### src/rtl/clbs_pkg.sv
// ----------------------------------------------------------------------------
// clbs_pkg
// Shared types and constants of the character-LCD bus sequencer.
// ----------------------------------------------------------------------------
package clbs_pkg;

	// Pending bus writes held between a request and its status polls.
	localparam int QUEUE_DEPTH = 4;
	localparam int QCNT_W      = $clog2(QUEUE_DEPTH + 1);

	// Result words held ahead of the result port.
	localparam int OQ_DEPTH = 3;

	// Configuration port.
	localparam int CFG_IDX_W  = 2;
	localparam int CFG_DATA_W = 8;

	typedef enum logic [CFG_IDX_W-1:0] {
		CFG_LINE_LENGTH = 2'd0,
		CFG_LINE2_BASE  = 2'd1,
		CFG_CHAR_HOLD   = 2'd2,
		CFG_SETTLE_WAIT = 2'd3
	} cfg_idx_t;

	localparam logic [5:0] LINE_LENGTH_RST = 6'd28;
	localparam logic [6:0] LINE2_BASE_RST  = 7'd64;
	localparam logic [7:0] CHAR_HOLD_RST   = 8'd43;
	localparam logic [7:0] SETTLE_WAIT_RST = 8'd8;

	// Request kinds.
	typedef enum logic [2:0] {
		KIND_CMD    = 3'd0,
		KIND_CHAR   = 3'd1,
		KIND_MOVE   = 3'd2,
		KIND_STATUS = 3'd3,
		KIND_INIT   = 3'd4
	} kind_t;

	// Bus operations.
	typedef enum logic [1:0] {
		OP_POLL = 2'd0,
		OP_CMD  = 2'd1,
		OP_DATA = 2'd2
	} bus_op_t;

	// Display command bytes and waits.
	localparam logic [7:0]  SET_DDRAM_ADDR = 8'h80;
	localparam int          BUSY_BIT       = 7;
	localparam logic [15:0] MOVE_HOLD      = 16'd39;
	localparam logic [7:0]  INIT_FUNC_SET  = 8'h38;
	localparam logic [7:0]  INIT_DISP_ON   = 8'h0F;
	localparam logic [7:0]  INIT_ENTRY     = 8'h06;
	localparam logic [7:0]  INIT_CLEAR     = 8'h01;
	localparam logic [15:0] CLEAR_HOLD     = 16'd1530;
	localparam logic [7:0]  ROW_SECOND     = 8'd2;

	// One queued bus write.
	typedef struct packed {
		bus_op_t     op;
		logic [7:0]  data_byte;
		logic [15:0] hold;
	} wq_entry_t;

	// One result word.
	typedef struct packed {
		bus_op_t     op;
		logic [7:0]  data_byte;
		logic [7:0]  settle;
		logic [15:0] hold;
		logic        last;
	} res_t;

	localparam res_t POLL_RES = '{op: OP_POLL, data_byte: 8'd0, settle: 8'd0,
		hold: 16'd0, last: 1'b1};

endpackage

### src/rtl/clbs_if.sv
// ----------------------------------------------------------------------------
// clbs_req_if / clbs_res_if
// Valid/ready channels for requests and status bytes, and for bus results.
// ----------------------------------------------------------------------------
interface clbs_req_if;
	logic        valid;
	logic        ready;
	logic [2:0]  kind;
	logic [7:0]  byte_value;
	logic [15:0] wait_ms;
	logic [7:0]  column;
	logic [7:0]  row;
	logic        first_of_string;

	modport source (output valid, kind, byte_value, wait_ms, column, row,
		first_of_string, input ready);
	modport sink (input valid, kind, byte_value, wait_ms, column, row,
		first_of_string, output ready);
endinterface

interface clbs_res_if;
	logic        valid;
	logic        ready;
	logic [1:0]  bus_op;
	logic [7:0]  bus_byte;
	logic [7:0]  settle_ms;
	logic [15:0] hold_ms;
	logic        last;

	modport source (output valid, bus_op, bus_byte, settle_ms, hold_ms, last,
		input ready);
	modport sink (input valid, bus_op, bus_byte, settle_ms, hold_ms, last,
		output ready);
endinterface

### src/rtl/char_lcd_bus_sequencer.sv
// ----------------------------------------------------------------------------
// char_lcd_bus_sequencer
// Turns display requests into queued bus writes, each released by a clear
// status read, with status polls issued in between.
// ----------------------------------------------------------------------------
// The results of an accepted item are registered into the result queue.
// Items are taken at one item per cycle while results drain and each gives one
// result; an item that gives two results, a released write and a poll, places both in the result queue.
// The request side is ready whenever at most one result waits in the 3-entry
// result queue, so a new item is taken while an earlier result is still pending.
// Reset clears the queues, the line position and loads the register defaults.
module char_lcd_bus_sequencer (
	input  logic                          clk,
	input  logic                          arst_n,
	clbs_req_if.sink                      req,
	clbs_res_if.source                    res,
	input  logic                          cfg_we,
	input  logic [clbs_pkg::CFG_IDX_W-1:0]  cfg_index,
	input  logic [clbs_pkg::CFG_DATA_W-1:0] cfg_data
);
	import clbs_pkg::*;

	// Configuration registers.
	logic [5:0] line_length_q;
	logic [6:0] line2_base_q;
	logic [7:0] char_hold_q;
	logic [7:0] settle_wait_q;

	// Write queue and line position. A poll is outstanding exactly while the
	// write queue holds entries, so no separate flag is kept.
	wq_entry_t               wq_q [QUEUE_DEPTH];
	wq_entry_t               wq_d [QUEUE_DEPTH];
	logic [QCNT_W-1:0]       wq_cnt_q;
	logic [QCNT_W-1:0]       wq_cnt_d;
	logic [6:0]              cpos_q;
	logic [6:0]              cpos_d;

	// Result queue; entry 0 is presented.
	res_t        oq_q [OQ_DEPTH];
	res_t        oq_d [OQ_DEPTH];
	logic [1:0]  oq_cnt_q;
	logic [1:0]  oq_cnt_d;

	logic        acc;
	logic        pop_res;
	logic [1:0]  n_res;
	res_t        res0;
	res_t        res1;
	logic        pop_wq;
	logic [2:0]  push_n;
	wq_entry_t   push_e [4];
	logic [6:0]  pos_base;
	logic [7:0]  col_m1;
	logic [7:0]  move_addr;
	logic [1:0]  oq_base;

	assign acc     = req.valid && req.ready;
	assign pop_res = res.valid && res.ready;

	assign req.ready     = (oq_cnt_q <= 2'd1);
	assign res.valid     = (oq_cnt_q != 2'd0);
	assign res.bus_op    = oq_q[0].op;
	assign res.bus_byte  = oq_q[0].data_byte;
	assign res.settle_ms = oq_q[0].settle;
	assign res.hold_ms   = oq_q[0].hold;
	assign res.last      = oq_q[0].last;

	// Character position after an optional string restart, and cursor address.
	assign pos_base  = req.first_of_string ? 7'd0 : cpos_q;
	assign col_m1    = req.column - 8'd1;
	assign move_addr = (req.row == ROW_SECOND) ? col_m1 + {1'b0, line2_base_q} : col_m1;

	// Decode one item into pushed writes and results.
	always_comb begin
		n_res  = 2'd0;
		res0   = POLL_RES;
		res1   = POLL_RES;
		pop_wq = 1'b0;
		push_n = 3'd0;
		cpos_d = cpos_q;
		for (int i = 0; i < 4; i++) begin
			push_e[i] = '{op: OP_CMD, data_byte: 8'd0, hold: MOVE_HOLD};
		end
		if (acc) begin
			case (kind_t'(req.kind))
				KIND_STATUS: begin
					if (wq_cnt_q != '0) begin
						n_res = 2'd1;
						if (!req.byte_value[BUSY_BIT]) begin
							pop_wq = 1'b1;
							res0 = '{op: wq_q[0].op, data_byte: wq_q[0].data_byte,
								settle: settle_wait_q, hold: wq_q[0].hold,
								last: (wq_cnt_q == QCNT_W'(1))};
							if (wq_cnt_q != QCNT_W'(1)) begin
								n_res = 2'd2;
							end
						end
					end
				end
				KIND_CMD: begin
					if (wq_cnt_q == '0) begin
						push_n = 3'd1;
						push_e[0] = '{op: OP_CMD, data_byte: req.byte_value,
							hold: req.wait_ms};
					end
				end
				KIND_CHAR: begin
					if (wq_cnt_q == '0) begin
						cpos_d = pos_base;
						if (pos_base < {line_length_q, 1'b0}) begin
							cpos_d = pos_base + 7'd1;
							// Wrap to line two before this character.
							if (pos_base == {1'b0, line_length_q}) begin
								push_n = 3'd2;
								push_e[0] = '{op: OP_CMD,
									data_byte: SET_DDRAM_ADDR | {1'b0, line2_base_q},
									hold: MOVE_HOLD};
								push_e[1] = '{op: OP_DATA, data_byte: req.byte_value,
									hold: {8'd0, char_hold_q}};
							end else begin
								push_n = 3'd1;
								push_e[0] = '{op: OP_DATA, data_byte: req.byte_value,
									hold: {8'd0, char_hold_q}};
							end
						end
					end
				end
				KIND_MOVE: begin
					if (wq_cnt_q == '0) begin
						push_n = 3'd1;
						push_e[0] = '{op: OP_CMD, data_byte: SET_DDRAM_ADDR | move_addr,
							hold: MOVE_HOLD};
					end
				end
				KIND_INIT: begin
					if (wq_cnt_q == '0) begin
						push_n = 3'd4;
						push_e[0] = '{op: OP_CMD, data_byte: INIT_FUNC_SET, hold: MOVE_HOLD};
						push_e[1] = '{op: OP_CMD, data_byte: INIT_DISP_ON, hold: MOVE_HOLD};
						push_e[2] = '{op: OP_CMD, data_byte: INIT_ENTRY, hold: MOVE_HOLD};
						push_e[3] = '{op: OP_CMD, data_byte: INIT_CLEAR, hold: CLEAR_HOLD};
					end
				end
				default: begin
				end
			endcase
			// Every accepted request that queued writes starts a poll.
			if (push_n != 3'd0) begin
				n_res = 2'd1;
			end
		end
	end

	// Write queue: shift out the head on release, load new writes when empty.
	always_comb begin
		for (int i = 0; i < QUEUE_DEPTH; i++) begin
			wq_d[i] = wq_q[i];
			if (pop_wq && i < QUEUE_DEPTH - 1) begin
				wq_d[i] = wq_q[i + 1];
			end
		end
		for (int i = 0; i < 4; i++) begin
			if (3'(i) < push_n) begin
				wq_d[i] = push_e[i];
			end
		end
		wq_cnt_d = wq_cnt_q - QCNT_W'(pop_wq) + QCNT_W'(push_n);
	end

	// Result queue: shift on delivery, append this item's results.
	always_comb begin
		oq_base = oq_cnt_q - {1'b0, pop_res};
		for (int i = 0; i < OQ_DEPTH; i++) begin
			oq_d[i] = oq_q[i];
			if (pop_res && i < OQ_DEPTH - 1) begin
				oq_d[i] = oq_q[i + 1];
			end
			if (n_res != 2'd0 && 2'(i) == oq_base) begin
				oq_d[i] = res0;
			end
			if (n_res == 2'd2 && 2'(i) == oq_base + 2'd1) begin
				oq_d[i] = res1;
			end
		end
		oq_cnt_d = oq_base + n_res;
	end

	// Payload storage.
	always_ff @(posedge clk) begin
		wq_q <= wq_d;
		oq_q <= oq_d;
	end

	// Control state and configuration.
	always_ff @(posedge clk or negedge arst_n) begin
		if (!arst_n) begin
			wq_cnt_q      <= '0;
			oq_cnt_q      <= 2'd0;
			cpos_q        <= 7'd0;
			line_length_q <= LINE_LENGTH_RST;
			line2_base_q  <= LINE2_BASE_RST;
			char_hold_q   <= CHAR_HOLD_RST;
			settle_wait_q <= SETTLE_WAIT_RST;
		end else begin
			wq_cnt_q <= wq_cnt_d;
			oq_cnt_q <= oq_cnt_d;
			cpos_q   <= cpos_d;
			if (cfg_we) begin
				case (cfg_idx_t'(cfg_index))
					CFG_LINE_LENGTH: line_length_q <= cfg_data[5:0];
					CFG_LINE2_BASE:  line2_base_q  <= cfg_data[6:0];
					CFG_CHAR_HOLD:   char_hold_q   <= cfg_data;
					CFG_SETTLE_WAIT: settle_wait_q <= cfg_data;
					default: begin
					end
				endcase
			end
		end
	end

	// The write queue never holds more than its depth.
	a_wq_bound: assert property (@(posedge clk) disable iff (!arst_n)
		wq_cnt_q <= QCNT_W'(QUEUE_DEPTH))
		else $error("write queue count beyond depth");

	// Results appended to the result queue always fit in its three entries.
	a_oq_bound: assert property (@(posedge clk) disable iff (!arst_n)
		3'(oq_base) + 3'(n_res) <= 3'(OQ_DEPTH))
		else $error("result queue overflow");

	// A released write that is not last is always followed by a queued poll.
	a_poll_follows: assert property (@(posedge clk) disable iff (!arst_n)
		res.valid && !res.last |-> oq_cnt_q >= 2'd2 && oq_q[1].op == OP_POLL)
		else $error("non-last result without a following poll");

	// A request that arrives while writes are pending leaves the queue alone.
	a_busy_drop: assert property (@(posedge clk) disable iff (!arst_n)
		acc && req.kind != KIND_STATUS && wq_cnt_q != '0 |=> $stable(wq_cnt_q))
		else $error("request taken while writes pending");

	// Polls carry no byte and no waits.
	a_poll_clean: assert property (@(posedge clk) disable iff (!arst_n)
		res.valid && res.bus_op == OP_POLL |->
		res.bus_byte == 8'd0 && res.settle_ms == 8'd0 && res.hold_ms == 16'd0)
		else $error("poll with nonzero payload");

endmodule

### src/flat_wrapper.sv
// flat-port wrapper written by rule: the top's interface ports become plain ports
module char_lcd_bus_sequencer_flat import clbs_pkg::*;
  (clk, arst_n, cfg_we, cfg_index, cfg_data, req_valid, req_kind, req_byte_value, req_wait_ms, req_column, req_row, req_first_of_string, req_ready, res_valid, res_bus_op, res_bus_byte, res_settle_ms, res_hold_ms, res_last, res_ready);
  clbs_req_if req_i ();
  clbs_res_if res_i ();
  input  logic clk;
  input  logic arst_n;
  input  logic cfg_we;
  input  logic [clbs_pkg::CFG_IDX_W-1:0] cfg_index;
  input  logic [clbs_pkg::CFG_DATA_W-1:0] cfg_data;
  input wire logic [$bits(req_i.valid)-1:0] req_valid;
  input wire logic [$bits(req_i.kind)-1:0] req_kind;
  input wire logic [$bits(req_i.byte_value)-1:0] req_byte_value;
  input wire logic [$bits(req_i.wait_ms)-1:0] req_wait_ms;
  input wire logic [$bits(req_i.column)-1:0] req_column;
  input wire logic [$bits(req_i.row)-1:0] req_row;
  input wire logic [$bits(req_i.first_of_string)-1:0] req_first_of_string;
  output wire logic [$bits(req_i.ready)-1:0] req_ready;
  output wire logic [$bits(res_i.valid)-1:0] res_valid;
  output wire logic [$bits(res_i.bus_op)-1:0] res_bus_op;
  output wire logic [$bits(res_i.bus_byte)-1:0] res_bus_byte;
  output wire logic [$bits(res_i.settle_ms)-1:0] res_settle_ms;
  output wire logic [$bits(res_i.hold_ms)-1:0] res_hold_ms;
  output wire logic [$bits(res_i.last)-1:0] res_last;
  input wire logic [$bits(res_i.ready)-1:0] res_ready;
  assign req_i.valid = req_valid;
  assign req_i.kind = req_kind;
  assign req_i.byte_value = req_byte_value;
  assign req_i.wait_ms = req_wait_ms;
  assign req_i.column = req_column;
  assign req_i.row = req_row;
  assign req_i.first_of_string = req_first_of_string;
  assign req_ready = req_i.ready;
  assign res_valid = res_i.valid;
  assign res_bus_op = res_i.bus_op;
  assign res_bus_byte = res_i.bus_byte;
  assign res_settle_ms = res_i.settle_ms;
  assign res_hold_ms = res_i.hold_ms;
  assign res_last = res_i.last;
  assign res_i.ready = res_ready;
  char_lcd_bus_sequencer u_core (.clk(clk), .arst_n(arst_n), .req(req_i), .res(res_i), .cfg_we(cfg_we), .cfg_index(cfg_index), .cfg_data(cfg_data));
endmodule
### config.mk
export PLATFORM = sky130hd
export DESIGN_NAME = char_lcd_bus_sequencer_flat
export DESIGN_NICKNAME = d
export VERILOG_FILES = /design/src/rtl/clbs_pkg.sv /design/src/rtl/clbs_if.sv /design/src/rtl/char_lcd_bus_sequencer.sv /design/src/flat_wrapper.sv
export SDC_FILE = /design/constraint.sdc
export NUM_CORES = 1
export LEC_CHECK = 0
export ABC_CLOCK_PERIOD_IN_PS = 9620
export BUFFER_PORTS_ARGS = -buffer_cell sky130_fd_sc_hd__buf_4
export CAP_MARGIN = 10
export CORE_ASPECT_RATIO = 1.4
export CORE_UTILIZATION = 30
export CTS_BUF_LIST = sky130_fd_sc_hd__clkbuf_4 sky130_fd_sc_hd__clkbuf_8
export DETAILED_ROUTE_END_ITERATION = 12
export SETUP_SLACK_MARGIN = 0.3
export SYNTH_ARGS = -nofsm -noshare
export SYNTH_HDL_FRONTEND = slang
export SYNTH_SLANG_ARGS = --single-unit
### constraint.sdc
create_clock -name clk -period 9.62 [get_ports clk]
set_input_delay 1.443 -clock clk [delete_from_list [all_inputs] [get_ports clk]]
set_output_delay 1.443 -clock clk [all_outputs]
set_load 0.02 [all_outputs]
==> impl_results.rst <==
.. list-table::
   :header-rows: 1

   * - Metric
     - Value
   * - Height of the die
     - around 220 um
   * - Leak pwr
     - between 4 and 5 nW
   * - Final setup violation count
     - 0
   * - Pin slew with the least headroom to its limit
     - ~1.0 ns
   * - Post-synth net total
     - about 1200
   * - Part of the power in registers
     - 0.489
   * - Fraction of final layout cells sized beyond drive strength 1
     - 0.207
   * - Cell taking the most area after synthesis
     - sky130_fd_sc_hd__dfxtp_1
   * - Number of buffers added for setup after CTS
     - 0
   * - Later-pin clock latency in the skew report
     - about 0.5 ns
   * - Sequential-to-total area share from yosys stat
     - 0.451
   * - Total global routing track utilization
     - 0.157
   * - Resized cells post-CTS
     - 0
   * - Share of power burned in combinational logic
     - 0.188
   * - Buffer levels on the longest clock path
     - 2
   * - Worst-path maximum fanout
     - 63
   * - Max-slew headroom at the worst pin
     - 0.303
   * - CP startpoint kind
     - input pin
   * - Internal Power
     - roughly 0.0014 W
   * - Clock Skew
     - 0.0170 ns
   * - Endpoints failing hold
     - 0
   * - Final std cells w/o fill
     - approximately 1600
   * - Area of the die
     - about 35000 sq um
   * - Largest net degree at the start of global routing
     - 64
   * - Clock power share
     - 0.323
   * - Nets@finish
     - between 1000 and 1500
   * - Wire length of the first global-routing pass
     - 42200 um
   * - Type of destination of the critical path
     - flip-flop
   * - Routed via count divided by cell count
     - 4.87
   * - Most used flip-flop cell after synthesis
     - sky130_fd_sc_hd__dfxtp_1
   * - Number of max-cap violations
     - 0
   * - DRT antenna net count
     - 0
   * - Share of Yosys cell area claimed by the top area cell type
     - 0.204
   * - Pins Over Slew Limit
     - 0
   * - Result of the run
     - complete, no violations
   * - P per Cell Area
     - 167 nW/um^2
   * - I/O pin total
     - 96
   * - Area delta synth->final
     - 13.0%
   * - Number of rows created at floorplan
     - 79
   * - Number of hold-repair buffers added at the cts stage
     - 0
   * - Top cells by area in the synthesized netlist
     - sky130_fd_sc_hd__dfxtp_1, sky130_fd_sc_hd__edfxtp_1, sky130_fd_sc_hd__mux2i_1
   * - Post-DP HPWL
     - 18000 um
   * - Count of unique library cells instantiated by Yosys
     - 78
   * - Final-layout setup total negative slack
     - 0 ns
   * - Synthesized instance count
     - between 1000 and 1500
   * - First-pass iteration count of the detailed router
     - 5
   * - Number of CTS-inserted buffers
     - 17
   * - Initial antenna violation count
     - 1
   * - Type of the worst setup path
     - in2reg
   * - Via count of the first global-routing pass
     - ~7600
   * - Overflow left after global routing
     - 0
   * - Final critical delay including setup and external delays
     - ~4.9 ns
   * - Fraction of the cycle the final worst path needs
     - 0.506
   * - Die extent in x
     - about 160 um
   * - Leading cell type in the layout, fill and taps excluded
     - sky130_fd_sc_hd__nand2_1
   * - Reported net switching power
     - approximately 0.0006 W
   * - Port Buffers
     - 94
   * - Flops & latches, synth
     - approximately 200
   * - RSZ-0062 raised after global routing
     - no
   * - Routability congestion estimate
     - 0.869
   * - Remaining design rule violation count
     - 0
   * - Clock transition at the registers of the reported paths
     - between 0.1 and 0.15 ns
   * - Clock tree from TritonCTS
     - done
   * - Number of synthesized flops with an enable pin
     - 50
   * - Fraction of registers with async set/reset
     - 0.209
   * - Clock tree root driver cell
     - sky130_fd_sc_hd__clkbuf_8
   * - Wire length per cell after detailed routing
     - around 17 um
   * - Worst ir drop on vdd
     - between 0.1 and 0.15 mV
   * - Arrival time at the worst endpoint
     - 5.29 ns
   * - Count of synthesis-stage warnings from yosys
     - 0
   * - Initial drt markers
     - approximately 470
   * - Effective utilization at floorplan
     - 0.307
   * - Clock tree sinks
     - about 200
   * - Per-instance average area after synthesis
     - around 9.6 sq um
   * - Leading cell types in the layout, fill and taps excluded
     - sky130_fd_sc_hd__nand2_1, sky130_fd_sc_hd__mux2i_1, sky130_fd_sc_hd__buf_4, sky130_fd_sc_hd__dfxtp_1, sky130_fd_sc_hd__mux2_2
   * - Switching share of total power
     - 0.302
   * - H-tree depth
     - 4
   * - Required time of the worst setup path
     - around 10 ns
   * - Worst Hold Class
     - reg2reg
   * - Final WL
     - 26400 um
   * - Total via count in the routed design
     - ~7600
   * - Floorplan Core Area
     - between 30000 and 40000 sq um
   * - Maximum operating frequency
     - 0.205 GHz
   * - Syn Std Cell Area
     - ~10000 sq um
   * - Placed Cells incl. Taps
     - approximately 1500
-- final timing paths --
check                                        startpoint                                   to  slack [ns]  depth (start not counted)
setup / recovery                              res_ready  u_core.res.bus_byte[5]$_SDFFE_PP0P_        4.75                         11
hold / removal              u_core.oq_q[6]$_SDFFE_PP0P_          u_core.oq_q[6]$_SDFFE_PP0P_        0.47                          2
hold reg to reg             u_core.oq_q[6]$_SDFFE_PP0P_          u_core.oq_q[6]$_SDFFE_PP0P_        0.47                          2
min in group asynchronous                        arst_n  u_core.settle_wait_q[5]$_DFFE_PN0P_        0.93                          1
setup reg to reg           u_core.oq_cnt_q[1]$_DFF_PN0_  u_core.res.bus_byte[5]$_SDFFE_PP0P_        5.12                         12
max in group asynchronous                        arst_n         u_core.wq_cnt_q[2]$_DFF_PN0_        8.27                          1
-- registers in the layout, indices dropped and copies added, names as in the netlist --
register              flops
u_core.res.settle_ms      8
u_core.res.bus_op         2
u_core.oq_q              70
u_core.oq_cnt_q           2
u_core.wq_cnt_q           3
u_core.char_hold_q        8
u_core.settle_wait_q      8
u_core.res.last           1
u_core.wq_q              50
u_core.cpos_q             7
u_core.res.bus_byte       8
u_core.line_length_q      6
u_core.res.hold_ms       16
u_core.line2_base_q       7
-- metal layers --
layer / vias to the layer above / part of all wire / track usage
met2: 169 / 0.50 / 0.267
met5: - / 0 / 0
met4: 0 / 0.026 / 0.0654
met1: 3671 / 0.44 / 0.194
li1: 3737 / - / -
met3: 32 / 0.036 / 0.0251
-- cell families (layout without fill, tap and decap cells) --
group	after synthesis	after routing	share of synthesized area
other	0	1	0
AND/OR/NAND/NOR	396	396	0.170
AO/OA/AOI/OAI	157	157	0.110
flip-flops	196	196	0.451
buffers and inverters	122	166	0.0617
multiplexers	168	168	0.171
adder cells (fa/ha/maj)	18	18	0.0233
XOR/XNOR	16	16	0.0136
-- stage by stage --
step | setup slack (ns) | area, sq um | hold slack, ns | power [W] | util
after floorplan | 5.03 | 10300 | 0.435 | 0.00121 | -
after global placement | 4.17 | 11200 | 0.443 | 0.00133 | 0.333
after detailed placement | 4.17 | 11200 | 0.451 | 0.00134 | 0.333
after CTS | 4.69 | 11600 | 0.467 | 0.00196 | 0.347
after global routing | 4.43 | 11600 | 0.490 | 0.00204 | 0.347
final | 4.75 | 11600 | 0.465 | 0.00194 | 0.347
-- power by group through the flow --
| stage | Sequential [W] | Clock, W | Combinational (W) |
|---|---|---|---|
| 6_report | 0.000949 | 0.000628 | 0.000366 |
| 5_1_grt | 0.000957 | 0.000678 | 0.000404 |
| 4_1_cts | 0.000949 | 0.000642 | 0.000372 |
| 3_5_place_dp | 0.000967 | 0 | 0.000371 |
| 3_3_place_gp | 0.000966 | 0 | 0.000366 |
| 2_1_floorplan | 0.000952 | 0 | 0.000254 |
-- cells in the mapped netlist, types with 12 or more instances --
library cell,number
sky130_fd_sc_hd__edfxtp_1,50
sky130_fd_sc_hd__buf_4,37
sky130_fd_sc_hd__clkbuf_1,37
sky130_fd_sc_hd__a21o_1,41
sky130_fd_sc_hd__ha_1,16
sky130_fd_sc_hd__mux2_2,60
sky130_fd_sc_hd__and2_1,14
sky130_fd_sc_hd__a21oi_1,17
sky130_fd_sc_hd__nand3_1,18
sky130_fd_sc_hd__inv_1,28
sky130_fd_sc_hd__dfxtp_1,105
sky130_fd_sc_hd__buf_2,13
sky130_fd_sc_hd__dfrtp_1,32
sky130_fd_sc_hd__nand2_1,272
sky130_fd_sc_hd__nor2b_1,12
sky130_fd_sc_hd__o21ai_0,29
sky130_fd_sc_hd__nor2_1,30
sky130_fd_sc_hd__mux2i_1,108
-- final cells by class --
class	count	area [sq um]
flip-flops and latches	196	4640
clock buffers	18	241
inverters	29	109
repair buffers	105	788
clock inverters	14	220
well taps	445	557
diodes	1	2.50
multi-input cells	755	5080
fillers	3413	21900
-- critical path, cell delays in order --
cell	delay [ns]
sky130_fd_sc_hd__buf_4	0.11
sky130_fd_sc_hd__nand2_2	0.04
sky130_fd_sc_hd__buf_4	0.58
sky130_fd_sc_hd__inv_2	0.60
sky130_fd_sc_hd__ha_1	0.52
sky130_fd_sc_hd__xnor2_1	0.43
sky130_fd_sc_hd__nor3_4	0.04
sky130_fd_sc_hd__buf_4	0.30
sky130_fd_sc_hd__nor2_4	0.84
sky130_fd_sc_hd__nand2_1	0.13
sky130_fd_sc_hd__mux2i_1	0.18
(Power assumes the default switching activity.)
